**src/rtl/pmpct_pkg.sv**
```systemverilog
// ---------------------------------------------------------------------------
// PS/2 mouse cursor tracker package
// Payload types, register indexes, packet phases and header bit positions.
// ---------------------------------------------------------------------------
package pmpct_pkg;

	// Cursor coordinate width
	localparam int COORD_BITS = 12;
	// Screen size register width
	localparam int SIZE_W = 13;

	// Header byte bit positions
	localparam int HDR_LEFT   = 0;
	localparam int HDR_SYNC   = 3;
	localparam int HDR_X_SIGN = 4;
	localparam int HDR_Y_SIGN = 5;
	localparam int HDR_X_OVF  = 6;
	localparam int HDR_Y_OVF  = 7;

	typedef struct packed {
		logic       from_aux;
		logic [7:0] data_byte;
	} pmpct_in_t;

	typedef struct packed {
		logic [11:0] cursor_x;
		logic [11:0] cursor_y;
		logic        left_button;
	} pmpct_out_t;

	typedef enum logic [1:0] {
		PH_HEADER = 2'd0,
		PH_XDELTA = 2'd1,
		PH_YDELTA = 2'd2
	} pmpct_phase_t;

	typedef enum logic {
		CFG_SCREEN_WIDTH  = 1'b0,
		CFG_SCREEN_HEIGHT = 1'b1
	} pmpct_cfg_idx_t;

	localparam logic [SIZE_W-1:0] RST_SCREEN_WIDTH  = SIZE_W'(800);
	localparam logic [SIZE_W-1:0] RST_SCREEN_HEIGHT = SIZE_W'(600);
	localparam logic [COORD_BITS-1:0] RST_POS_X = COORD_BITS'(400);
	localparam logic [COORD_BITS-1:0] RST_POS_Y = COORD_BITS'(300);

endpackage

```
**src/rtl/ps2_mouse_packet_cursor_tracker.sv**
```systemverilog
// ---------------------------------------------------------------------------
// PS/2 mouse packet cursor tracker
// Assembles 3-byte PS/2 mouse packets from aux-port bytes, moves a clamped
// cursor by the packet deltas and reports position and left button.
// ---------------------------------------------------------------------------
//
//  channel  | handshake                | payload
//  ---------+--------------------------+------------------------------------
//  item     | item_valid / item_ready  | from_aux, data_byte
//  result   | result_valid/result_ready| cursor_x, cursor_y, left_button
//  config   | cfg_we (no wait)         | cfg_index, cfg_wdata
//
//  One byte per cycle while the result is not stalled: input register, one
//  pass of add and clamp logic, result register. A packet's result is loaded
//  into the result register as its last byte leaves the input register;
//  bytes that finish no packet make no result.
//  A stalled result holds the input register; item_ready then follows
//  result_ready. Reset puts the cursor at (400, 300) and the screen at
//  800 x 600; no clearing pass.
// ---------------------------------------------------------------------------
module ps2_mouse_packet_cursor_tracker
	import pmpct_pkg::*;
(
	input  logic                  clk,
	input  logic                  arst_n,
	input  logic                  item_valid,
	output logic                  item_ready,
	input  pmpct_in_t             item,
	output logic                  result_valid,
	input  logic                  result_ready,
	output pmpct_out_t            result,
	input  logic                  cfg_we,
	input  pmpct_cfg_idx_t        cfg_index,
	input  logic [SIZE_W-1:0]     cfg_wdata
);

	localparam int SUM_W = COORD_BITS + 2;
	localparam int CAP_W = COORD_BITS + 1;
	localparam int LIM_W = (SIZE_W > CAP_W) ? SIZE_W : CAP_W;
	localparam int CMP_W = ((SUM_W > LIM_W) ? SUM_W : LIM_W) + 1;

	// Clamp a signed position into [0, lim-1], lim = size limited to [1, 2^COORD_BITS]
	function automatic logic [COORD_BITS-1:0] clamp_coord(
		input logic signed [SUM_W-1:0] v,
		input logic [SIZE_W-1:0]       size
	);
		logic [LIM_W-1:0] cap;
		logic [LIM_W-1:0] lim;
		logic [LIM_W-1:0] lim_m1;
		logic [CMP_W-1:0] v_ext;
		logic [CMP_W-1:0] lim_ext;
		cap = LIM_W'(1) << COORD_BITS;
		if (size == '0) begin
			lim = LIM_W'(1);
		end else if (LIM_W'(size) > cap) begin
			lim = cap;
		end else begin
			lim = LIM_W'(size);
		end
		lim_m1  = lim - LIM_W'(1);
		v_ext   = CMP_W'(v);
		lim_ext = CMP_W'(lim);
		if (v_ext[CMP_W-1]) begin
			clamp_coord = '0;
		end else if (v_ext >= lim_ext) begin
			clamp_coord = lim_m1[COORD_BITS-1:0];
		end else begin
			clamp_coord = v[COORD_BITS-1:0];
		end
	endfunction

	// Configuration
	logic [SIZE_W-1:0] screen_width_q;
	logic [SIZE_W-1:0] screen_height_q;

	// Input register
	logic      item_valid_s1;
	pmpct_in_t item_s1;

	// Packet and cursor state
	pmpct_phase_t          phase_q;
	pmpct_phase_t          phase_nxt;
	logic [7:0]            header_q;
	logic [7:0]            x_delta_q;
	logic [COORD_BITS-1:0] pos_x_q;
	logic [COORD_BITS-1:0] pos_y_q;

	// Result register
	logic       result_valid_q;
	pmpct_out_t result_q;

	// Datapath
	logic                    advance;
	logic                    byte_taken;
	logic                    take_header;
	logic                    take_x_delta;
	logic                    packet_done;
	logic signed [SUM_W-1:0] next_x_raw;
	logic signed [SUM_W-1:0] next_y_raw;
	logic [COORD_BITS-1:0]   next_x;
	logic [COORD_BITS-1:0]   next_y;

	// Move the input register on whenever the result register can take it
	assign advance    = item_valid_s1 && (!result_valid_q || result_ready);
	assign byte_taken = advance && item_s1.from_aux;
	assign item_ready = !item_valid_s1 || advance;

	// Next packet phase
	always_comb begin
		phase_nxt = phase_q;
		if (byte_taken) begin
			unique case (phase_q)
				PH_XDELTA: phase_nxt = PH_YDELTA;
				PH_YDELTA: phase_nxt = PH_HEADER;
				default:   phase_nxt = item_s1.data_byte[HDR_SYNC] ? PH_XDELTA : PH_HEADER;
			endcase
		end
	end

	// Byte capture and packet completion
	always_comb begin
		take_header  = 1'b0;
		take_x_delta = 1'b0;
		packet_done  = 1'b0;
		if (byte_taken) begin
			unique case (phase_q)
				PH_XDELTA: take_x_delta = 1'b1;
				PH_YDELTA: packet_done  = !header_q[HDR_X_OVF] && !header_q[HDR_Y_OVF];
				default:   take_header  = item_s1.data_byte[HDR_SYNC];
			endcase
		end
	end

	// Apply sign-extended deltas: x moves right by dx, y moves down by -dy
	always_comb begin
		next_x_raw = $signed({2'b00, pos_x_q})
			+ SUM_W'($signed({header_q[HDR_X_SIGN], x_delta_q}));
		next_y_raw = $signed({2'b00, pos_y_q})
			- SUM_W'($signed({header_q[HDR_Y_SIGN], item_s1.data_byte}));
		next_x = clamp_coord(next_x_raw, screen_width_q);
		next_y = clamp_coord(next_y_raw, screen_height_q);
	end

	// Configuration writes
	always_ff @(posedge clk or negedge arst_n) begin
		if (!arst_n) begin
			screen_width_q  <= RST_SCREEN_WIDTH;
			screen_height_q <= RST_SCREEN_HEIGHT;
		end else if (cfg_we) begin
			unique case (cfg_index)
				CFG_SCREEN_WIDTH:  screen_width_q  <= cfg_wdata;
				CFG_SCREEN_HEIGHT: screen_height_q <= cfg_wdata;
			endcase
		end
	end

	// Input register: load on accept, drop once advanced
	always_ff @(posedge clk or negedge arst_n) begin
		if (!arst_n) begin
			item_valid_s1 <= 1'b0;
		end else if (item_ready) begin
			item_valid_s1 <= item_valid;
		end
	end

	always_ff @(posedge clk) begin
		if (item_valid && item_ready) begin
			item_s1 <= item;
		end
	end

	// Packet and cursor state
	always_ff @(posedge clk or negedge arst_n) begin
		if (!arst_n) begin
			phase_q   <= PH_HEADER;
			header_q  <= '0;
			x_delta_q <= '0;
			pos_x_q   <= RST_POS_X;
			pos_y_q   <= RST_POS_Y;
		end else begin
			phase_q <= phase_nxt;
			if (take_header) begin
				header_q <= item_s1.data_byte;
			end
			if (take_x_delta) begin
				x_delta_q <= item_s1.data_byte;
			end
			if (packet_done) begin
				pos_x_q <= next_x;
				pos_y_q <= next_y;
			end
		end
	end

	// Result register: load on a finished packet, clear when taken
	always_ff @(posedge clk or negedge arst_n) begin
		if (!arst_n) begin
			result_valid_q <= 1'b0;
		end else if (packet_done) begin
			result_valid_q <= 1'b1;
		end else if (result_ready) begin
			result_valid_q <= 1'b0;
		end
	end

	always_ff @(posedge clk) begin
		if (packet_done) begin
			result_q.cursor_x    <= next_x;
			result_q.cursor_y    <= next_y;
			result_q.left_button <= header_q[HDR_LEFT];
		end
	end

	assign result_valid = result_valid_q;
	assign result       = result_q;

endmodule

```
**config.mk**
```make
export PLATFORM = sky130hd
export DESIGN_NAME = ps2_mouse_packet_cursor_tracker
export DESIGN_NICKNAME = d
export VERILOG_FILES = /design/src/rtl/pmpct_pkg.sv /design/src/rtl/ps2_mouse_packet_cursor_tracker.sv
export SDC_FILE = /design/constraint.sdc
export NUM_CORES = 1
export LEC_CHECK = 0
export BUFFER_PORTS_ARGS = -buffer_cell sky130_fd_sc_hd__clkbuf_2
export CORE_AREA = 4 4 165 167
export DETAILED_ROUTE_END_ITERATION = 8
export DIE_AREA = 0 0 169 171
export PLACE_DENSITY_LB_ADDON = 0.1
export SLEW_MARGIN = 10
export SYNTH_ARGS = -nofsm -noshare
export SYNTH_HDL_FRONTEND = slang
export SYNTH_SLANG_ARGS = --single-unit
```
**constraint.sdc**
```tcl
create_clock -name clk -period 4.5 [get_ports clk]
set_input_delay 0.225 -clock clk [delete_from_list [all_inputs] [get_ports clk]]
set_output_delay 0.225 -clock clk [all_outputs]
set_load 0.1 [all_outputs]
```
==> impl_metrics.ini, run 1 <==
[run_status]
status = finished, final reports clean

[timing]
setup_tns_ps = 0
finalCritPeriodShare = 0.927
max-slew-margin-rel = 0.411
slew_violations = 0
clock_skew_ps = 6.36
period_needed_ps = 4170
hold_violations = 0
setup-violations-final = 0
tightest_slew_ps = 884
rsz0062_at_grt = false
max_clock_freq_ghz = 0.240

[drt]
drc = 0
drtIter0Drc = 255
detail-route-antenna-nets = 0
vias = 5076
drtPass1Iterations = 6
wl_per_cell_um = 17.2
routed_wl_mm = 17.8
avgViaCountPerCell = 4.90

[yosys]
synth-xor-area-share = 0.0261
synth_cell_types = 72
synth_commonest_cells = 78 x nand2_1, 53 x dfrtp_1, 52 x ha_1
avgSynthCellArea_um2 = 10.0
syn_inst = 638
synth_mux_area_frac = 0.0833
synth_edf_count = 34
synth_top_family_by_area = simple AND/OR/NAND/NOR gates
synth-seq-cells = 101
synth_compound_area_frac = 0.149
yosys.area.top_type = dfrtp_1
synth_area_um2 = 6380
synth-seq-area-share = 0.425
synthTopCellsByArea = dfrtp_1 21%, edfxtp_1 16%, ha_1 10%
async_flop_share = 0.663
ys.flop_type = dfrtp_1
yosysMostFrequentCell = nand2_1
synth_top_area_frac = 0.208
yosys.area_share.simple = 0.174
syn_nets = 720
yosys.area_share.adder = 0.113
yosys_warnings = 0

[worst_setup_path]
rrSetupSlack_ps = 330
critPathBufInv = 1
worstSetupEndpointType = flop
crit_family = simple AND/OR/NAND/NOR gates
slowest_delay_ps = 550
worst_r2r_startpoint = header_q[5]$_DFFE_PN0P_
cp_max_fo = 6
crit_required_ps = 4580
r2r_cells = 14
critical_path_class = flop to flop
slowest_stage = nor4b_1
crit_cells = 14
r2r-end = result[9]$_DFFE_PP_
arrival_ps = 4250
worstSetupStartpointType = flop
path_cells = clkinvlp_4 > ha_1 > a21oi_1 > nand2_1 > or4b_1 > a31o_2 > a21oi_1 > xnor2_1 > ha_1 > nor2_1 > nor3_1 > a2bb2oi_1 > nor4b_1 > nor3_1

[floorplan]
io-pin-count = 55
core_um2 = 25800
rows = 59
start_util = 0.248
die_h_um = 171
fp.dieArea_um2 = 28900
die_w_um = 169

[grt]
antenna_found_initial = 0
track_usage = 0.125
grt_overflow = 0
first_global_vias = 5071
grt_pass1_wl_mm = 28.1
grt_max_degree = 35

[worst_hold_path]
hold_class = input pin to flop
whs_endpoint = item_s1[0]$_DFFE_PP_
min_path_cells = 1
min_from = item[0]

[clock_network]
root_buffer = clkbuf_16
cts_made_buffers = 9
cts.reportedPaths.clkPinSlew_ps = 80
htree_levels = 3
clockBufferDepth = 2
tritoncts = done
worstSkewPairLatency_ps = 350
numClockSinks = 101

[place]
routabilityCongestion = 0.800
dpl.hpwl_mm = 13.7
io_buffers = 54

[flow_run]
cap_viol_max_count = 0

[power]
power_leakage_uw = 0.00312
powerDensity_nw_per_um2 = 815
peakVddDrop_uv = 413

[cells_and_area]
drive_gt1_frac = 0.213
synthToLayoutAreaGrowth_pct = 15.8
utilization = 0.287
insertedDiodeCount = 0
finalNetCount = 778
-- layout by cell type, fill, tap and decap left out, types with 11 or more instances in the layout --
master / netlist / final
nand2_1: 78 / 78
dfrtp_1: 53 / 52
dfstp_2: 14 / 14
ha_1: 52 / 52
clkbuf_2: 0 / 53
mux2i_1: 16 / 13
edfxtp_1: 34 / 34
o31ai_1: 17 / 17
buf_4: 1 / 11
nor2_1: 41 / 41
nor3_1: 22 / 22
nand3_1: 15 / 15
mux2_2: 33 / 33
o21ai_0: 30 / 30
xnor2_1: 11 / 11
a21oi_1: 31 / 31
inv_1: 23 / 22
-- flip-flops by register name (all words and copies together) (netlist names) --
| register | flops |
|---|---|
| header_q | 5 |
| result_valid | 1 |
| item_valid_s1 | 1 |
| screen_width_q | 13 |
| item_s1 | 9 |
| screen_height_q | 13 |
| x_delta_q | 8 |
| pos_x_q | 12 |
| phase_q | 2 |
| pos_y_q | 12 |
| result | 25 |
-- worst max path at each step --
stage / startpoint / end
CTS: header_q[5]$_DFFE_PN0P_ / result[4]$_DFFE_PP_
floorplan: pos_y_q[2]$_DFFE_PN1P_ / result[2]$_DFFE_PP_
global route: header_q[5]$_DFFE_PN0P_ / result[12]$_DFFE_PP_
finish: header_q[5]$_DFFE_PN0P_ / result[9]$_DFFE_PP_
detailed placement: header_q[5]$_DFFE_PN0P_ / result[4]$_DFFE_PP_
global placement: header_q[5]$_DFFE_PN0P_ / result[5]$_DFFE_PP_
-- power breakdown --
group          switching (uW)  internal [uW]  leakage [uW]
combinational            2250           1530       0.00186
clock                     376            385      0.000144
sequential                200           1290       0.00112
-- layer usage --
metal  wire (um)  GRT usage  vias to the layer above
li1            -          -                     2480
met1        8500      0.168                     2492
met2        8390      0.206                       86
met3         541     0.0213                       18
met4         376     0.0385                        0
met5           0          0                        -
-- logic make-up after synthesis --
logic type / Yosys count
AOI/OAI and AO/OA: 142
buffers and inverters: 46
adders and majority gates: 57
muxes: 49
xor gates and xnor gates: 19
DFF: 101
and+or+nand+nor: 224
-- area by class of cell --
class / count / area (um2)
multi-input combinational: 491 / 3500
clock buffer: 9 / 225
sequential: 101 / 2720
inverter: 26 / 101
fill: 2723 / 18400
timing repair buffer: 67 / 374
clock inverter: 7 / 58.8
tap: 335 / 419
-- metrics by stage --
stage	std cells	total power, uW	area [um2]	hold WS, ps	setup slack, ps
detailed placement	1015	5190	7040	390	131
global route	1036	6620	7390	26.2	16.7
floorplan	638	4250	6380	-70.6	780
CTS	1032	6010	7340	26.4	75.5
finish	1036	6030	7390	46.0	329
global placement	1015	5140	7040	383	218
-- timing repair --
item | in CTS | in global routing
gates resized for setup | 0 | 8
endpoints found under the hold margin | 1 | 0
setup buffers | 0 | 4
hold buffers | 1 | 0
endpoints found under the setup margin | 0 | 24
No activity file was read; power rests on OpenSTA's default activity.
==> run 2, diff against run 1 <==
==> constraint.sdc (replaced) <==
create_clock -name clk -period 4.6 [get_ports clk]
set_input_delay 0.23 -clock clk [delete_from_list [all_inputs] [get_ports clk]]
set_output_delay 0.23 -clock clk [all_outputs]
set_load 0.1 [all_outputs]
==> impl_metrics.ini, run 2 (synthesized netlist as in run 1, its figures left out) <==
[worst_setup_path]
r2r_cells = 13
crit_cells = 13
cp_max_fo = 7
critPathBufInv = 1
crit_required_ps = 4720
slowest_stage = or4b_1
crit_family = compound AO/OA/AOI/OAI gates
path_cells = inv_1 > ha_1 > a21oi_1 > nand2_1 > or4b_1 > a31o_2 > a21oi_1 > xnor2_1 > ha_1 > a2111oi_1 > a2bb2oi_1 > nand3b_1 > and3_1
arrival_ps = 4290
critical_path_class = flop to flop
worstSetupStartpointType = flop
slowest_delay_ps = 530
worstSetupEndpointType = flop

[timing]
setup_tns_ps = 0
rsz0062_at_grt = false
setup-violations-final = 0
tightest_slew_ps = 767
hold_violations = 0
slew_violations = 0
period_needed_ps = 4180
finalCritPeriodShare = 0.908
max_clock_freq_ghz = 0.239
clock_skew_ps = 9.83
max-slew-margin-rel = 0.489

[drt]
vias = 4971
drtIter0Drc = 201
drtPass1Iterations = 5
detail-route-antenna-nets = 0
wl_per_cell_um = 17.3
routed_wl_mm = 17.8
drc = 0
avgViaCountPerCell = 4.81

[worst_hold_path]
hold_class = input pin to flop
min_path_cells = 1

[place]
routabilityCongestion = 0.829
dpl.hpwl_mm = 13.7
io_buffers = 54

[cells_and_area]
multi_input_area_um2 = 3490
insertedDiodeCount = 0
layout_commonest_cell = nand2_1
n_fill_cell = 2690
regArea_um2 = 2720
largest_reg_flops = 25
finalNetCount = 775
final_cell_mix = 78 x nand2_1, 53 x dfrtp_1, 53 x clkbuf_2
synthToLayoutAreaGrowth_pct = 15.1
drive_gt1_frac = 0.201
utilization = 0.285

[power]
powerDensity_nw_per_um2 = 795
power_leakage_uw = 0.00311
peakVddDrop_uv = 382

[grt]
grt_max_degree = 47
antenna_found_initial = 0
first_global_vias = 5090
grt_pass1_wl_mm = 28.8
track_usage = 0.128
grt_overflow = 0

[floorplan]
die_h_um = 171
rows = 59
fp.dieArea_um2 = 28900
io-pin-count = 55
start_util = 0.248
die_w_um = 169
core_um2 = 25800

[run_status]
status = finished, final reports clean

[clock_network]
clockBufferDepth = 2
numClockSinks = 101
root_buffer = clkbuf_16
worstSkewPairLatency_ps = 360
tritoncts = done
cts_made_buffers = 9
cts.reportedPaths.clkPinSlew_ps = 80
htree_levels = 3

[flow_run]
cap_viol_max_count = 0
## run 2: changes by cell type in the layout (fill, tap and decap cells not counted), moves of 2 or more
cell | previous run | this run
clkinv_4 | 2 | 0
buf_4 | 11 | 9
mux2i_2 | 3 | 0
mux2i_1 | 13 | 16
## run 2: final timing paths
path                                              endpoint               startpoint  slack, ps
max in group asynchronous           pos_y_q[0]$_DFFE_PN0P_                   arst_n       3110
min reg2reg                            result[0]$_DFFE_PP_  header_q[0]$_DFFE_PN0P_        460
min in group asynchronous  screen_height_q[10]$_DFFE_PN0P_                   arst_n        400
min                                   item_s1[8]$_DFFE_PP_                  item[8]         40
max reg2reg                           result[12]$_DFFE_PP_  header_q[5]$_DFFE_PN0P_        420
max                                   result[12]$_DFFE_PP_  header_q[5]$_DFFE_PN0P_        420
## run 2: metrics by stage
stage	hold slack [ps]	power, uW	worst slack, ps	cell area, um2	cells
floorplan	-65.6	4150	880	6380	638
global placement	251	5080	402	7050	1016
detailed placement	264	5120	353	7050	1016
CTS	20.6	5930	296	7340	1033
global route	24.0	6430	20.9	7350	1033
finish	40.4	5840	425	7350	1033
## run 2: area by class of cell
class / instances / area share
multi-input combinational: 491 / 0.475
sequential: 101 / 0.369
tap: 335 / 0.0570
timing repair buffer: 64 / 0.0473
clock buffer: 9 / 0.0306
inverter: 26 / 0.0133
clock inverter: 7 / 0.00766
## run 2: metal layers
metal,routed length (um),share of wire,global-route usage,vias to the layer above
li1,-,-,-,2476
met1,8440,0.47,0.172,2413
met2,8650,0.49,0.214,70
met3,474,0.027,0.0178,12
met4,257,0.014,0.0431,0
met5,0,0,0,-
## run 2: power breakdown
group	leakage (uW)	internal, uW	total, uW	switching [uW]
clock network	0.000138	377	754	377
logic	0.00185	1460	3640	2180
registers	0.00112	1260	1450	193
total	0.00311	3090	5840	2750
## run 2: what timing repair did
item,CTS,global route
setup endpoints to repair,0,24
hold buffers,1,0
gates resized for setup,0,2
setup buffers,0,0
hold endpoints to repair,13,0
